File: src/rtl/bfsp_pkg.sv
// ============================================================================
// bfsp_pkg - shared types and constants of the shortest-path unit
// Field widths, register indexes, command codes, controller states and the
// command/status bundles between controller and datapath.
// ============================================================================
package bfsp_pkg;

    localparam int NODE_W     = 6;   // node number field
    localparam int NCNT_W     = 7;   // node count, holds 64
    localparam int DIST_W     = 40;  // signed distance
    localparam int CFG_IDX_W  = 1;
    localparam int CFG_DATA_W = 7;

    // configuration register indexes
    localparam logic [CFG_IDX_W-1:0] CFG_NODE_COUNT  = 1'b0;
    localparam logic [CFG_IDX_W-1:0] CFG_SOURCE_NODE = 1'b1;

    // input command codes
    localparam logic CMD_EDGE = 1'b0;
    localparam logic CMD_RUN  = 1'b1;

    localparam logic [NCNT_W-1:0] NODE_COUNT_RST = 7'd1;

    localparam logic signed [DIST_W-1:0] DIST_MAX = {1'b0, {(DIST_W-1){1'b1}}};
    localparam logic signed [DIST_W-1:0] DIST_MIN = {1'b1, {(DIST_W-1){1'b0}}};

    typedef enum logic [2:0] {
        S_IDLE,
        S_INIT,
        S_NODE,
        S_EVAL,
        S_NEG,
        S_OUT_RD,
        S_OUT_LD
    } t_ctrl_state;

    typedef struct packed {
        logic              in_ready;
        logic              store_edge;
        logic              run_init;
        logic              fetch_first;
        logic              fetch_next;
        logic              node_rd;
        logic              relax_wr;
        logic [NODE_W-1:0] out_idx;
        logic              out_load_node;
        logic              out_load_neg;
        logic              out_last;
        logic              clr_edges;
    } t_dp_cmd;

    typedef struct packed {
        logic              in_valid;
        logic              in_cmd;
        logic              edge_empty;
        logic              edge_last;
        logic              relax_hit;
        logic              out_free;
        logic [NCNT_W-1:0] node_cnt;
    } t_dp_status;

endpackage

File: src/rtl/bfsp_ctrl.sv
// ============================================================================
// bfsp_ctrl - run sequencer of the shortest-path unit
// Walks passes and stored edges, then steps the result emission.
// ============================================================================
module bfsp_ctrl import bfsp_pkg::*; (
    input  logic       i_clk,
    input  logic       i_rst_n,
    input  t_dp_status i_status,
    output t_dp_cmd    o_cmd
);

    t_ctrl_state       r_state, n_state;
    logic [NCNT_W-1:0] r_pass, n_pass;
    logic [NODE_W-1:0] r_idx, n_idx;
    logic              chk_pass;
    logic              idx_last;

    // last pass over the edges is the negative-cycle check
    assign chk_pass = (r_pass + NCNT_W'(1)) == i_status.node_cnt;
    assign idx_last = ({1'b0, r_idx} + NCNT_W'(1)) == i_status.node_cnt;

    always_ff @(posedge i_clk) begin
        if (!i_rst_n) begin
            r_state <= S_IDLE;
            r_pass  <= '0;
            r_idx   <= '0;
        end else begin
            r_state <= n_state;
            r_pass  <= n_pass;
            r_idx   <= n_idx;
        end
    end

    always_comb begin
        n_state = r_state;
        n_pass  = r_pass;
        n_idx   = r_idx;
        case (r_state)
            S_IDLE: begin
                if (i_status.in_valid && (i_status.in_cmd == CMD_RUN)) begin
                    n_state = S_INIT;
                end
            end
            S_INIT: begin
                n_pass  = '0;
                n_idx   = '0;
                n_state = i_status.edge_empty ? S_OUT_RD : S_NODE;
            end
            S_NODE: begin
                n_state = S_EVAL;
            end
            S_EVAL: begin
                if (chk_pass && i_status.relax_hit) begin
                    n_state = S_NEG;
                end else if (i_status.edge_last) begin
                    if (chk_pass) begin
                        n_idx   = '0;
                        n_state = S_OUT_RD;
                    end else begin
                        n_pass  = r_pass + NCNT_W'(1);
                        n_state = S_NODE;
                    end
                end else begin
                    n_state = S_NODE;
                end
            end
            S_NEG: begin
                if (i_status.out_free) begin
                    n_state = S_IDLE;
                end
            end
            S_OUT_RD: begin
                n_state = S_OUT_LD;
            end
            S_OUT_LD: begin
                if (i_status.out_free) begin
                    if (idx_last) begin
                        n_state = S_IDLE;
                    end else begin
                        n_idx   = r_idx + NODE_W'(1);
                        n_state = S_OUT_RD;
                    end
                end
            end
            default: begin
                n_state = S_IDLE;
            end
        endcase
    end

    always_comb begin
        o_cmd         = '0;
        o_cmd.out_idx = r_idx;
        case (r_state)
            S_IDLE: begin
                o_cmd.in_ready   = 1'b1;
                o_cmd.store_edge = i_status.in_valid && (i_status.in_cmd == CMD_EDGE);
            end
            S_INIT: begin
                o_cmd.run_init    = 1'b1;
                o_cmd.fetch_first = !i_status.edge_empty;
            end
            S_NODE: begin
                o_cmd.node_rd = 1'b1;
            end
            S_EVAL: begin
                o_cmd.relax_wr = !chk_pass;
                if (chk_pass && i_status.relax_hit) begin
                    o_cmd.clr_edges = 1'b1;
                end else if (i_status.edge_last) begin
                    o_cmd.clr_edges   = chk_pass;
                    o_cmd.fetch_first = !chk_pass;
                end else begin
                    o_cmd.fetch_next = 1'b1;
                end
            end
            S_NEG: begin
                o_cmd.out_load_neg = i_status.out_free;
            end
            S_OUT_RD: begin
                o_cmd.out_load_node = 1'b0;
            end
            S_OUT_LD: begin
                o_cmd.out_load_node = i_status.out_free;
                o_cmd.out_last      = idx_last;
            end
            default: begin
                o_cmd.in_ready = 1'b0;
            end
        endcase
    end

`ifndef ASSERT_OFF
    a_pass_in_range: assert property (@(posedge i_clk) disable iff (!i_rst_n)
        (r_state == S_EVAL) |-> (r_pass < i_status.node_cnt))
        else $error("pass counter past node count");

    a_one_edge_access: assert property (@(posedge i_clk) disable iff (!i_rst_n)
        $onehot0({o_cmd.fetch_first, o_cmd.fetch_next, o_cmd.store_edge}))
        else $error("conflicting edge store accesses");

    a_idx_in_range: assert property (@(posedge i_clk) disable iff (!i_rst_n)
        (r_state == S_OUT_LD) |-> ({1'b0, r_idx} < i_status.node_cnt))
        else $error("result index past node count");
`endif

endmodule

File: config.mk
export PLATFORM = sky130hd
export DESIGN_NAME = bfsp_ctrl
export DESIGN_NICKNAME = d
export VERILOG_FILES = /design/src/rtl/bfsp_pkg.sv /design/src/rtl/bfsp_ctrl.sv
export SDC_FILE = /design/constraint.sdc
export NUM_CORES = 1
export LEC_CHECK = 0
export BUFFER_PORTS_ARGS = -buffer_cell sky130_fd_sc_hd__buf_4
export CAP_MARGIN = 10
export CORE_ASPECT_RATIO = 1.4
export CORE_MARGIN = 3
export CORE_UTILIZATION = 30
export DETAILED_ROUTE_END_ITERATION = 8
export PLACE_DENSITY = 0.59
export SKIP_CTS_REPAIR_TIMING = 1
export SYNTH_ARGS = -nofsm -noshare
export SYNTH_HDL_FRONTEND = slang
export SYNTH_SLANG_ARGS = --single-unit
export TNS_END_PERCENT = 100
File: constraint.sdc
create_clock -name i_clk -period 2.8 [get_ports i_clk]
set_clock_uncertainty 0.15 [all_clocks]
set_input_delay 0.28 -clock i_clk [delete_from_list [all_inputs] [get_ports i_clk]]
set_output_delay 0.28 -clock i_clk [all_outputs]
set_load 0.02 [all_outputs]
==> results.md <==
* Io pins at 32
* Final setup TNS at 0 ns
* Unrepaired setup endpoints after global routing: no
* Post-synthesis sequential area ratio at 23.6%
* Setup-failing EPs final at 0
* Largest net degree at the start of global routing at 25
* Vias per Instance at between 5 and 6
* Ys async rst share at 0%
* TritonCTS clock tree: yes
* Row Count at 28
* Effective utilization at floorplan at around a third
* Most frequent cells in the layout: buf_4, nand2_1, dfxtp_1, nor2_1, xnor2_1
* Worst Hold Class: in -> reg
* CTS sink cnt at 16
* Critical Path Start Type: flop
* Synth warn at 0
* Worst-Skew Late Latency at 0.25 ns
* Final hold vios at 0
* Syn Nets at approximately 190
* Commonest non-fill, non-tap cell in the layout: buf_4
* Total CTS buffers at 3
* First-pass GRT wire length at ~6400 um
* Crit path capture type: output pin
* Min Clock Period, post-route at 2.65 ns
* Share of the synthesized area in the top cell type at 23.6%
* Synth cell types at between 40 and 50
* CP max stage cell: dfxtp_1
* Cell accounting for the most synthesized area: dfxtp_1
* Wire per inst at about 14 um
* Clock Tree Root: clkbuf_8
* Die width at 62.8 um
* HPWL after DPL at 2880 um
* Worst-path clk slew at 0.07 ns
* DRC viols at 0
* Share of cells above drive strength 1 at roughly 27%
* Dominant synthesized flop cell: dfxtp_1
* CP max FO at 6
* Initial antenna violation count at 0
* Number of synthesized flops with an enable pin at 0
* Antenna-violating nets left at 0
* Final Max Tran Viols at 0
* Final nets at 225
* Diodes inserted at 0
* Worst path max stage delay at 0.37 ns
* Final hold slack at between 0.2 and 0.25 ns
* First-pass DRT Iterations at 4
* FF+latch count, synth at 16
* Run status: finished clean
* Leakage at 0.762 nW
* Pwr/cell area at ~360 nW/um^2
* Peak VDD IR at about 0.18 mV
* Worst endpoint data arrival time at roughly 2.2 ns
* Synthesized instance count at 170
* Mean Syn Cell Area at 7.98 um^2
* Number of max-cap violations at 0
* Vias in the first global route at between 1000 and 1500
* WS Path Type: reg -> out
* Worst endpoint required time at between 2 and 2.5 ns
* Area Growth Syn to Fin at 29.3%
* Cells along the critical path: ha_2 -> and3_4 -> and3_1 -> xnor2_1 -> nor4b_4 -> o21ai_0 -> nor2_1 -> buf_4
* GRT overflow at 0
* Initial DRC Count at 92
* Worst Tran Pin Value at about 0.54 ns
* Mapped cell area at around 1400 um^2
* Die area at 5370 um^2
* Gp weighted congestion at between 0.8 and 0.9
* Crit share post-route at between 90% and 100%
* FMAX at between 0.3 and 0.4 GHz
* Core Region at roughly 4300 um^2
* Relative slew slack at around 64%
* Drt total wl at 3640 um
* Routed via count at ~1400
* Pwr Total at around 0.62 mW
* Global Route Usage Sum at about 14%
* Die height at 85.6 um
* Clk buf depth at 2
* Top cells by area, synth: dfxtp_1, xnor2_1, xor2_1
* IO Port Bufs at 31
* H-Tree Depth at 1
flip-flops by register name (all words and copies together) (netlist names):
name and cells:
r_idx 6, r_state 3, r_pass 7
synthesized netlist by cell type (all sizes together), types with 3 or more instances:
cell	count
o211a	3
nand3b	3
nor3	4
and3	9
o21ai	10
inv	6
xor2	8
a21oi	8
dfxtp	16
nand3	8
or3	3
clkbuf	5
o22ai	4
a21o	4
xnor2	10
nor2	13
o311ai	3
o31ai	3
nand2	16
nand2b	4
worst max-delay path: cells and delay by family, from the launching register on:
family | cells | cell delay, ns
AO/OA/AOI/OAI | 1 | 0.22
XOR/XNOR | 1 | 0.13
adder cells (fa/ha/maj) | 1 | 0.25
buffers and inverters | 1 | 0.15
flip-flops | 1 | 0.37
AND/OR/NAND/NOR | 4 | 0.87
stage by stage:
step           cell area, um^2  setup slack [ns]  util [%]  std cells
6_report                  1750             0.151      40.7        267
5_1_grt                   1750            0.0104      40.7        267
4_1_cts                   1730            0.0148      40.2        265
3_5_place_dp              1680            0.0802      39.0        261
3_3_place_gp              1680             0.109      39.0        261
2_1_floorplan             1360             0.199         -        170
layer usage:
layer	up-vias	global-route usage (%)	share of wire, %
li1	706	-	-
met1	649	17.4	45
met2	38	25.0	49
met3	4	2.23	4.8
met4	0	5.42	1.4
met5	-	0	0
area by class of cell:
type | instances | area (um^2)
Timing Repair Buffer | 40 | 300
Clock buffer | 4 | 55.1
Sequential cell | 16 | 323
Inverter | 6 | 22.5
Tap cell | 60 | 75.1
Multi-Input combinational cell | 141 | 978
Fill cell | 455 | 2550
logic make-up (layout without fill, tap and decap cells):
kind of cell    after synthesis  count (layout)  synth area share [%]
flops                        16              16                  23.6
compound gates               49              49                  27.7
xor+xnor                     18              18                  11.6
fa+ha+maj                     2               2                  1.84
buf+inv                      13              50                  4.43
mux                           1               1                 0.738
simple gates                 71              71                  30.1
path summary, 6_finish.rpt:
kind / slack (ns) / endpoint / depth (start not counted) / start
min: 0.21 / r_state[2] / 3 / i_status[7]
min reg2reg: 0.34 / r_pass[1] / 2 / r_pass[1]
max: 0.15 / o_cmd[0] / 8 / r_pass[1]
max reg2reg: 0.21 / r_idx[3] / 9 / r_pass[1]
power by group:
| part | internal (mW) | switching [mW] |
|---|---|---|
| clock | 0.125 | 0.0850 |
| sequential | 0.233 | 0.0118 |
| combinational | 0.0726 | 0.0972 |
| total | 0.430 | 0.194 |
Power figures use the tool's default switching activity.
